$ cat config.mk
export PLATFORM = sky130hd
export DESIGN_NAME = utf16_to_utf8_transcoder_flat
export DESIGN_NICKNAME = d
export VERILOG_FILES = /design/src/hdl/u16u8_pkg.sv /design/src/hdl/u16u8_if.sv /design/src/hdl/u16u8_front.sv /design/src/hdl/u16u8_queue.sv /design/src/hdl/u16u8_back.sv /design/src/hdl/utf16_to_utf8_transcoder.sv /design/src/flat_wrapper.sv
export SDC_FILE = /design/constraint.sdc
export NUM_CORES = 1
export LEC_CHECK = 0
export ABC_CLOCK_PERIOD_IN_PS = 13600
export BUFFER_PORTS_ARGS = -buffer_cell sky130_fd_sc_hd__buf_4
export CORE_UTILIZATION = 40
export DETAILED_ROUTE_END_ITERATION = 8
export SYNTH_ARGS = -nofsm -noshare
export SYNTH_HDL_FRONTEND = slang
export SYNTH_SLANG_ARGS = --single-unit
$ cat constraint.sdc
create_clock -name clk -period 13.6 [get_ports clk]
set_input_delay 2.72 -clock clk [delete_from_list [all_inputs] [get_ports clk]]
set_output_delay 2.72 -clock clk [all_outputs]
set_load 0.02 [all_outputs]
$ cat src/hdl/u16u8_pkg.sv
package u16u8_pkg;

  // Depth of the job queue between front and back.
  localparam int unsigned JobQueueDepth = 2;

  // Surrogate prefixes and the offset of the supplementary planes.
  localparam logic [5:0]  HighSurrPrefix = 6'b110110;
  localparam logic [5:0]  LowSurrPrefix  = 6'b110111;
  localparam logic [20:0] SuppOffset     = 21'h10000;

  // Number of UTF-8 bytes of one code point (0 means none).
  typedef logic [2:0] byte_len_t;
  localparam byte_len_t LenNone  = 3'd0;
  localparam byte_len_t LenOne   = 3'd1;
  localparam byte_len_t LenTwo   = 3'd2;
  localparam byte_len_t LenThree = 3'd3;
  localparam byte_len_t LenFour  = 3'd4;

  // One unit of work for the back end: an optional flushed high surrogate,
  // followed by an optional code point.
  typedef struct packed {
    logic        flush_en;
    logic [9:0]  flush_bits;
    byte_len_t   cp_len;
    logic [20:0] cp;
  } job_t;

  // Byte count for a code point below 0x10000.
  function automatic byte_len_t bmp_len(input logic [15:0] unit);
    byte_len_t len;
    if (unit[15:7] == '0) begin
      len = LenOne;
    end else if (unit[15:11] == '0) begin
      len = LenTwo;
    end else begin
      len = LenThree;
    end
    return len;
  endfunction

  // One byte of the UTF-8 encoding of cp, which is len bytes long.
  function automatic logic [7:0] enc_byte(input logic [20:0] cp, input byte_len_t len,
                                          input logic [1:0] idx);
    logic [7:0] b;
    b = {2'b10, cp[5:0]};
    case (len)
      LenOne: b = {1'b0, cp[6:0]};
      LenTwo: begin
        case (idx)
          2'd0:    b = {3'b110, cp[10:6]};
          default: b = {2'b10, cp[5:0]};
        endcase
      end
      LenThree: begin
        case (idx)
          2'd0:    b = {4'b1110, cp[15:12]};
          2'd1:    b = {2'b10, cp[11:6]};
          default: b = {2'b10, cp[5:0]};
        endcase
      end
      LenFour: begin
        case (idx)
          2'd0:    b = {5'b11110, cp[20:18]};
          2'd1:    b = {2'b10, cp[17:12]};
          2'd2:    b = {2'b10, cp[11:6]};
          default: b = {2'b10, cp[5:0]};
        endcase
      end
      default: b = {2'b10, cp[5:0]};
    endcase
    return b;
  endfunction

endpackage

$ cat src/hdl/u16u8_if.sv
// Channel of UTF-16 code units.
interface u16u8_unit_if;
  logic        valid;
  logic        ready;
  logic [15:0] code_unit;
  logic        end_of_string;

  modport source (output valid, output code_unit, output end_of_string, input ready);
  modport sink (input valid, input code_unit, input end_of_string, output ready);
endinterface

// Channel of UTF-8 bytes.
interface u16u8_byte_if;
  logic       valid;
  logic       ready;
  logic [7:0] out_byte;
  logic       last_of_run;

  modport source (output valid, output out_byte, output last_of_run, input ready);
  modport sink (input valid, input out_byte, input last_of_run, output ready);
endinterface

$ cat src/hdl/u16u8_front.sv
module u16u8_front (
  input  logic               clk,
  input  logic               rst,
  u16u8_unit_if.sink         utf16,
  input  logic               queue_ready,
  output logic               push,
  output u16u8_pkg::job_t    job
);

  logic       holding_high;
  logic [9:0] held_high_bits;
  logic       is_high;
  logic       is_low;
  logic       accept;

  assign utf16.ready = queue_ready;
  assign accept      = utf16.valid && queue_ready;

  // Classify the incoming unit.
  assign is_high = (utf16.code_unit[15:10] == u16u8_pkg::HighSurrPrefix);
  assign is_low  = (utf16.code_unit[15:10] == u16u8_pkg::LowSurrPrefix);

  // Build the job that this unit causes.
  always_comb begin
    job.flush_en   = holding_high && !is_low;
    job.flush_bits = held_high_bits;
    job.cp_len     = u16u8_pkg::bmp_len(utf16.code_unit);
    job.cp         = {5'd0, utf16.code_unit};
    if (holding_high && is_low) begin
      job.cp_len = u16u8_pkg::LenFour;
      job.cp     = {1'b0, held_high_bits, utf16.code_unit[9:0]} + u16u8_pkg::SuppOffset;
    end else if (is_high && !utf16.end_of_string) begin
      job.cp_len = u16u8_pkg::LenNone;
    end
  end

  // A unit that is only held produces no job.
  assign push = accept && (job.flush_en || (job.cp_len != u16u8_pkg::LenNone));

  // Held surrogate state.
  always_ff @(posedge clk) begin
    if (rst) begin
      holding_high   <= 1'b0;
      held_high_bits <= '0;
    end else if (accept) begin
      if (is_high && !utf16.end_of_string && !(holding_high && is_low)) begin
        holding_high   <= 1'b1;
        held_high_bits <= utf16.code_unit[9:0];
      end else begin
        holding_high   <= 1'b0;
        held_high_bits <= '0;
      end
    end
  end

endmodule

$ cat src/hdl/u16u8_queue.sv
module u16u8_queue #(
  parameter int unsigned Depth = u16u8_pkg::JobQueueDepth
) (
  input  logic            clk,
  input  logic            rst,
  input  logic            push,
  input  u16u8_pkg::job_t push_job,
  output logic            not_full,
  input  logic            pop,
  output logic            not_empty,
  output u16u8_pkg::job_t head
);

  localparam int unsigned PtrW = (Depth > 1) ? $clog2(Depth) : 1;
  localparam int unsigned CntW = $clog2(Depth + 1);

  u16u8_pkg::job_t entries [Depth];
  logic [PtrW-1:0] wr_ptr;
  logic [PtrW-1:0] rd_ptr;
  logic [CntW-1:0] count;
  logic            do_push;
  logic            do_pop;

  assign not_full  = (count != CntW'(Depth));
  assign not_empty = (count != '0);
  assign do_push   = push && not_full;
  assign do_pop    = pop && not_empty;
  assign head      = entries[rd_ptr];

  // Storage.
  always_ff @(posedge clk) begin
    if (do_push) begin
      entries[wr_ptr] <= push_job;
    end
  end

  // Pointers and fill count.
  always_ff @(posedge clk) begin
    if (rst) begin
      wr_ptr <= '0;
      rd_ptr <= '0;
      count  <= '0;
    end else begin
      if (do_push) begin
        wr_ptr <= (wr_ptr == PtrW'(Depth - 1)) ? '0 : wr_ptr + 1'b1;
      end
      if (do_pop) begin
        rd_ptr <= (rd_ptr == PtrW'(Depth - 1)) ? '0 : rd_ptr + 1'b1;
      end
      if (do_push && !do_pop) begin
        count <= count + 1'b1;
      end else if (do_pop && !do_push) begin
        count <= count - 1'b1;
      end
    end
  end

endmodule

$ cat src/hdl/u16u8_back.sv
module u16u8_back (
  input  logic            clk,
  input  logic            rst,
  input  logic            job_avail,
  input  u16u8_pkg::job_t next_job,
  output logic            pop,
  u16u8_byte_if.source    utf8
);

  u16u8_pkg::job_t     cur;
  logic                busy;
  logic                in_flush;
  logic [1:0]          idx;
  logic [20:0]         part_cp;
  u16u8_pkg::byte_len_t part_len;
  logic                part_last;
  logic                job_last;
  logic                fire;

  // Select the code point being sent: the flushed surrogate comes first.
  assign part_cp  = in_flush ? {5'd0, u16u8_pkg::HighSurrPrefix, cur.flush_bits} : cur.cp;
  assign part_len = in_flush ? u16u8_pkg::LenThree : cur.cp_len;

  assign part_last = ({1'b0, idx} == part_len - 3'd1);
  assign job_last  = part_last && (!in_flush || cur.cp_len == u16u8_pkg::LenNone);

  assign utf8.valid       = busy;
  assign utf8.out_byte    = u16u8_pkg::enc_byte(part_cp, part_len, idx);
  assign utf8.last_of_run = job_last;

  assign fire = busy && utf8.ready;
  assign pop  = job_avail && (!busy || (fire && job_last));

  // Byte sequencer.
  always_ff @(posedge clk) begin
    if (rst) begin
      busy     <= 1'b0;
      in_flush <= 1'b0;
      idx      <= '0;
    end else if (pop) begin
      busy     <= 1'b1;
      in_flush <= next_job.flush_en;
      idx      <= '0;
    end else if (fire) begin
      if (job_last) begin
        busy <= 1'b0;
      end else if (part_last) begin
        in_flush <= 1'b0;
        idx      <= '0;
      end else begin
        idx <= idx + 2'd1;
      end
    end
  end

  // Current job payload.
  always_ff @(posedge clk) begin
    if (pop) begin
      cur <= next_job;
    end
  end

endmodule

$ cat src/hdl/utf16_to_utf8_transcoder.sv
// UTF-16 to UTF-8 transcoder.
// Input channel utf16 carries one code unit per transaction, with
// end_of_string set on the last unit of a string. Output channel utf8
// carries one UTF-8 byte per transaction; last_of_run marks the final
// byte caused by one input unit. A high surrogate is held until the next
// unit; it pairs with a following low surrogate into four bytes, and is
// otherwise sent alone as three bytes. A high surrogate that ends the
// string is sent at once. Both channels use valid/ready.
// The first byte of a unit passes through the job queue and the job
// register of the back end before it appears. Throughput is one byte per
// cycle while the receiver is ready, set by the byte sequencer in the back
// end: a unit gives 1 to 3 bytes, a surrogate pair 4, and a flushed surrogate plus a new unit up to 6.
// A held high surrogate gives no output bytes. A job queue of
// QueueDepth entries lets the front keep taking units while the receiver
// stalls; utf16.ready falls only once the queue is full.
// Reset (rst, synchronous) empties the queue and drops any held surrogate.
module utf16_to_utf8_transcoder #(
  parameter int unsigned QueueDepth = u16u8_pkg::JobQueueDepth
) (
  input  logic          clk,
  input  logic          rst,
  u16u8_unit_if.sink    utf16,
  u16u8_byte_if.source  utf8
);

  logic            push;
  logic            not_full;
  logic            not_empty;
  logic            pop;
  u16u8_pkg::job_t push_job;
  u16u8_pkg::job_t head;

  // Classify units and track the held surrogate.
  u16u8_front u_front (
    .clk         (clk),
    .rst         (rst),
    .utf16       (utf16),
    .queue_ready (not_full),
    .push        (push),
    .job         (push_job)
  );

  // Jobs waiting for the byte sequencer.
  u16u8_queue #(
    .Depth (QueueDepth)
  ) u_queue (
    .clk       (clk),
    .rst       (rst),
    .push      (push),
    .push_job  (push_job),
    .not_full  (not_full),
    .pop       (pop),
    .not_empty (not_empty),
    .head      (head)
  );

  // Send the bytes of each job.
  u16u8_back u_back (
    .clk       (clk),
    .rst       (rst),
    .job_avail (not_empty),
    .next_job  (head),
    .pop       (pop),
    .utf8      (utf8)
  );

endmodule

$ cat src/flat_wrapper.sv
// flat-port wrapper written by rule: the top's interface ports become plain ports
module utf16_to_utf8_transcoder_flat 
#(
  parameter int unsigned QueueDepth = u16u8_pkg::JobQueueDepth
)
  (clk, rst, utf16_valid, utf16_code_unit, utf16_end_of_string, utf16_ready, utf8_valid, utf8_out_byte, utf8_last_of_run, utf8_ready);
  u16u8_unit_if utf16_i ();
  u16u8_byte_if utf8_i ();
  input  logic clk;
  input  logic rst;
  input wire logic [$bits(utf16_i.valid)-1:0] utf16_valid;
  input wire logic [$bits(utf16_i.code_unit)-1:0] utf16_code_unit;
  input wire logic [$bits(utf16_i.end_of_string)-1:0] utf16_end_of_string;
  output wire logic [$bits(utf16_i.ready)-1:0] utf16_ready;
  output wire logic [$bits(utf8_i.valid)-1:0] utf8_valid;
  output wire logic [$bits(utf8_i.out_byte)-1:0] utf8_out_byte;
  output wire logic [$bits(utf8_i.last_of_run)-1:0] utf8_last_of_run;
  input wire logic [$bits(utf8_i.ready)-1:0] utf8_ready;
  assign utf16_i.valid = utf16_valid;
  assign utf16_i.code_unit = utf16_code_unit;
  assign utf16_i.end_of_string = utf16_end_of_string;
  assign utf16_ready = utf16_i.ready;
  assign utf8_valid = utf8_i.valid;
  assign utf8_out_byte = utf8_i.out_byte;
  assign utf8_last_of_run = utf8_i.last_of_run;
  assign utf8_i.ready = utf8_ready;
  utf16_to_utf8_transcoder #(.QueueDepth(QueueDepth)) u_core (.clk(clk), .rst(rst), .utf16(utf16_i), .utf8(utf8_i));
endmodule
Yosys cells after proc, flatten, opt, wreduce, memory -nomap -nowiden
Memory sizes are Yosys's and may differ from the RTL's. A register that Yosys moved wholly into a read port is not among the register bits.
Cells that the tools add are included.
{ "op_classes": {"add_sub_neg": 7, "muxes": 29, "bitwise_logic": 1, "reduce_logical": 38, "eq_ne": 11} }
{ "op_table": {"columns": ["operator", "count"], "rows": [
  ["two-way mux 21 bit", 2],
  ["one-hot mux 8 bit (4 select lines)", 1],
  ["adder 20 x 17 -> 21 bit (second input constant)", 1],
  ["one-hot mux 7 bit (3 select lines)", 1],
  ["two-way mux 1 bit", 15],
  ["logical AND 1 bit", 14],
  ["one-hot mux 7 bit (2 select lines)", 1],
  ["equality test 6 bit (second input constant)", 2],
  ["two-way mux 10 bit", 1],
  ["nonzero test 2 bit", 5],
  ["zero test 9 bit", 1],
  ["two-way mux 3 bit", 3],
  ["two-way mux 2 bit", 4],
  ["zero test 1 bit", 7],
  ["two-way mux 7 bit", 1],
  ["equality test 3 x 2 -> 1 bit (second input constant)", 2],
  ["zero test 5 bit", 1],
  ["adder 2 x 1 -> 2 bit (second input constant)", 2],
  ["AND reduction 2 bit", 2],
  ["equality test 2 x 3 -> 1 bit", 1],
  ["equality test 3 x 1 -> 1 bit (second input constant)", 1],
  ["equality test 3 bit (second input constant)", 1],
  ["zero test 3 bit", 1],
  ["logical OR 1 bit", 3],
  ["12 further kinds", 13]
]} }
{ "totals": {"n_memories": 1, "word_cells": 98, "input_bits": 21, "output_inout_bits": 11, "mem_bits_rw": 70, "reg_bits": 53} }
{ "mem_list": {"columns": ["name", "depth", "width", "rd", "rd_clocked_by_memory_dff", "wr", "line_no", "source"], "rows": [
  ["u_core.u_queue.entries", 2, 35, 1, 1, 1, "u16u8_queue.sv:17", "u16u8_pkg::job_t entries [Depth];"]
]} }

Logic depth before layout (Yosys ltp)
{ "logic_depth": {"depth_word": 13, "depth_mapped": 15, "mapped_depth_nobuf": 11} }

Hierarchy
From an unflattened synthesis, not the netlist that was laid out.
{ "unflattened": {"hier_cells": 400, "hier_area_um2": 5535.3} }
{ "modules_own_cells": {"columns": ["mod", "area_per_inst_um2", "seq_area_each_um2", "cells_each", "instances"], "rows": [
  ["u16u8_queue", 2746.4, 2202.1, 133, 1],
  ["u16u8_back", 2072.0, 1101.1, 188, 1],
  ["u16u8_front", 716.9, 220.2, 79, 1]
]} }

Worst setup path before layout
OpenSTA, ideal clock, no wires.
{ "synth_timing": {"path_type": "reg-to-output", "from": "register u_core.u_back.in_flush", "to": "output utf8_last_of_run", "arrival_ns": 2.804, "required_ns": 10.880, "path_slack_ns": 8.076, "stages_incl_launch_ff": 11, "n_path_buf": 4, "cell_sequence": "dfxtp_1 -> clkbuf_1 -> clkbuf_1 -> buf_2 -> or2_2 -> inv_1 -> ha_1 -> ha_1 -> or4_4 -> buf_6 -> nor2_1"} }
{ "synth_via": {"elab_chain_cells": 4, "elab_cells_between_ends": 6, "classes_between": "1 x add/sub; 1 x eq/ne; 1 x mux; 3 x reduce/logical"} }
{ "synth_rtl": {"columns": ["element", "line_no", "source"], "rows": [
  ["start: declaration", "u16u8_back.sv:12", "logic in_flush;"],
  ["start signal: assignment", "u16u8_back.sv:42", "in_flush <= next_job.flush_en;"],
  ["two-way mux 3 bit", "u16u8_back.sv:22", "assign part_len = in_flush ? u16u8_pkg::LenThree : cur.cp_len;"],
  ["subtractor 3 x 1 -> 3 bit", "u16u8_back.sv:24", "assign part_last = ({1'b0, idx} == part_len - 3'd1);"],
  ["equality test 2 x 3 -> 1 bit", "u16u8_back.sv:24", null],
  ["logical AND 1 bit *", "u16u8_back.sv:25", "assign job_last = part_last && (!in_flush || cur.cp_len == u16u8_pkg::LenNone);"],
  ["end: declaration", "flat_wrapper.sv:17", "output wire logic [$bits(utf8_i.last_of_run)-1:0] utf8_last_of_run;"]
]} }
Every way passes the cells marked *; elsewhere a longest branch is shown, timed or not.

Final worst setup path
{ "layout_timing": {"from": "register u_core.u_back.in_flush", "to": "output utf8_out_byte[1]"} }
{ "layout_via": {"elab_chain_cells": 3, "elab_cells_between_ends": 10, "classes_between": "4 x eq/ne; 6 x mux"} }
{ "layout_rtl": {"columns": ["element", "line_no", "source"], "rows": [
  ["two-way mux 21 bit / two-way mux 3 bit (equally long branches)", "u16u8_back.sv:21, u16u8_back.sv:22", null],
  ["one-hot mux 7 bit (3 select lines), or another cell as far along", "u16u8_pkg.sv:62", "case (idx)"],
  ["one-hot mux 8 bit (4 select lines) *", "u16u8_pkg.sv:46", "case (len)"],
  ["end: declaration", "flat_wrapper.sv:16", "output wire logic [$bits(utf8_i.out_byte)-1:0] utf8_out_byte;"]
]} }
Marks and branches as above.

==> run metrics <==
GRT met3 Usage=around 4.3%; GR Util All Layers=between 15 and 20%; post-CTS setup buffer count=0; post-route cell area=between 6000 and 7000 sq um; io pins=32; Final Hold Fails=0; vias in the first global route=3235; DRT Pass-1 Iters=7; crit-path max FO=39; unrepaired setup endpoints after global routing=no; status=complete, no violations; Layout area overhead=19.1%; final slew viol count=0; Vias/cell=between 5 and 6; Syn. warnings=0; Placed Area=between 5000 and 6000 sq um; routing usage on met1=a little under a quarter; Die Ht=119 um; CORE AREA=13300 sq um; most crowded layer after global routing=met2; Max Freq=approximately 0.18 GHz; clock transition at the registers of the reported paths=0.06 ns; GR Util met2=roughly 26%; critical path class=reg -> out; syn nets=434; fraction of registers with async set/reset=0%; via count=approximately 3300; Initial Utilization=41.1%; Tcrit/Tclk final=~41%; Leak=2.26 nW; worst path required time=around 11 ns; worst-skew pair later-pin latency=around 0.40 ns; share of cells above drive strength 1=24.7%; clock skew=between 0.01 and 0.015 ns; CP startpoint kind=flip-flop; nets@finish=469; HP Class=reg -> reg; Worst-Margin Slew=1.08 ns; Diodes inserted=0; Cell Rows=42; post-CTS sizing=0; Yosys cell types=54; routability cong.=0.801; Mapped Cells=approximately 400; Peak VDD IR=0.000110 V; Synth Flop Type=edfxtp_1; Final min period=between 5 and 6 ns; WL/cell=between 15 and 20 um; Root Driver=clkbuf_16; CTS max path bufs=2; grt ovf=0; EDFF count, synth=~100; netlist area before placement=approximately 5500 sq um; WL final=between 10 and 15 mm; largest net degree at the start of global routing=40; most common cell after layout, fill and taps aside=edfxtp_1; Post-DP HPWL=approximately 7.7 mm; port bufs=31; global-route wire length before repair=17.6 mm; Slew HR=27.6%; Final ANT Viol Nets=0; clock sink total=about 120; sequential share of the synthesized area=between 60 and 70%; Synth Register Bits=between 100 and 150; Critical Path Sink Type=output port; Avg Inst Size Synth=13.6 sq um; die footprint=approximately 14000 sq um; CTS tree=built; TritonCTS Buffers=17; commonest cells after routing, fill and taps aside=edfxtp_1 (104), mux2_2 (39), buf_4 (35); H-tree depth=4; DR DRC count=0; Die W=approximately 120 um; arrival time worst endpoint=roughly 2.9 ns; initial antenna violation count=0; max-capacitance violation count=0; PD cells=228 nW/um^2; final setup vio count=0; hold_buf cts=0; 1st-iter DRT viols=260; setup tns final=0 ns
==> cell families after synthesis <==
family	after synthesis	share of synthesized area [%]
muxes	51	10.3
adders and majority gates	12	2.75
xor gates and xnor gates	5	0.802
DFF	124	64.5
AOI/OAI and AO/OA	77	9.76
and+or+nand+nor	101	9.58
buffers and inverters	31	2.29
==> path summary, 6_finish.rpt <==
kind	cells after the start	to	slack [ns]	start
max	9	utf8_out_byte[1]	8.00	u_core.u_back.in_flush
min	0	u_core.u_queue.entries[0][26]	0.49	u_core.u_front.held_high_bits[2]
max reg2reg	11	u_core.u_queue.count[1]	10.24	u_core.u_back.in_flush
min reg2reg	0	u_core.u_queue.entries[0][26]	0.49	u_core.u_front.held_high_bits[2]
==> cells in the mapped netlist, types with 7 or more instances <==
cell	count	area, sq um
edfxtp_1	104	3120
mux2_2	39	439
a21oi_1	25	125
nand2_1	23	86.3
dfxtp_1	20	400
nand3_1	18	90.1
nor2_1	17	63.8
clkbuf_1	13	48.8
ha_1	12	150
inv_1	12	45.0
o21ai_0	11	55.1
mux2i_1	10	100
nand2b_1	10	62.6
a21o_1	7	52.6
==> where the power goes <==
part | switching (mW) | internal (mW) | total [mW]
clock | 0.154 | 0.323 | 0.477
sequential | 0.0419 | 0.529 | 0.571
combinational | 0.256 | 0.177 | 0.432
total | 0.452 | 1.03 | 1.48
==> worst max-delay path, cell delays in order, from the launching register on <==
cell and delay (ns):
dfxtp_1 0.31, buf_4 0.35, or2_2 0.22, inv_1 0.06, ha_1 0.25, or2_2 0.31, a21oi_1 0.35, a211oi_1 0.16
o221ai_1 0.28, buf_4 0.19
==> metal layers <==
layer  up-vias  share of wire (%)
met1      1662                 49
met3         8                4.5
li1       1597                  -
met4         0               0.98
met5         -                  0
met2        77                 45
==> state kept, by name, indices dropped and copies added (netlist names), named ones only <==
register and count:
u_core.u_back.cur 34, u_core.u_back.idx 2, u_core.u_back.in_flush 1, u_core.u_back.utf8.valid 1
u_core.u_front.held_high_bits 10, u_core.u_front.holding_high 1, u_core.u_queue.count 2, u_core.u_queue.entries 70
u_core.u_queue.rd_ptr 1, u_core.u_queue.wr_ptr 1
==> area by class of cell <==
cell class / instances / area (sq um)
Sequential cell: 124 / 3520
Clock inverter: 13 / 198
Fill cell: 1136 / 6790
Clock buffer: 19 / 433
Multi-Input combinational cell: 246 / 1820
Tap cell: 176 / 220
Inverter: 12 / 45.0
Timing Repair Buffer: 35 / 263
==> metrics by stage <==
step                total power [mW]  setup slack (ns)  util [%]  hold slack, ns  std cells
global route                    1.55              7.77      48.9           0.509        625
floorplan                      0.867              8.08         -           0.443        401
CTS                             1.49              8.00      48.9           0.478        625
detailed placement              1.01              8.45      44.2           0.467        593
finish                          1.48              8.00      48.9           0.488        625
global placement                1.01              8.44      44.2           0.466        593
(Power assumes the default switching activity.)
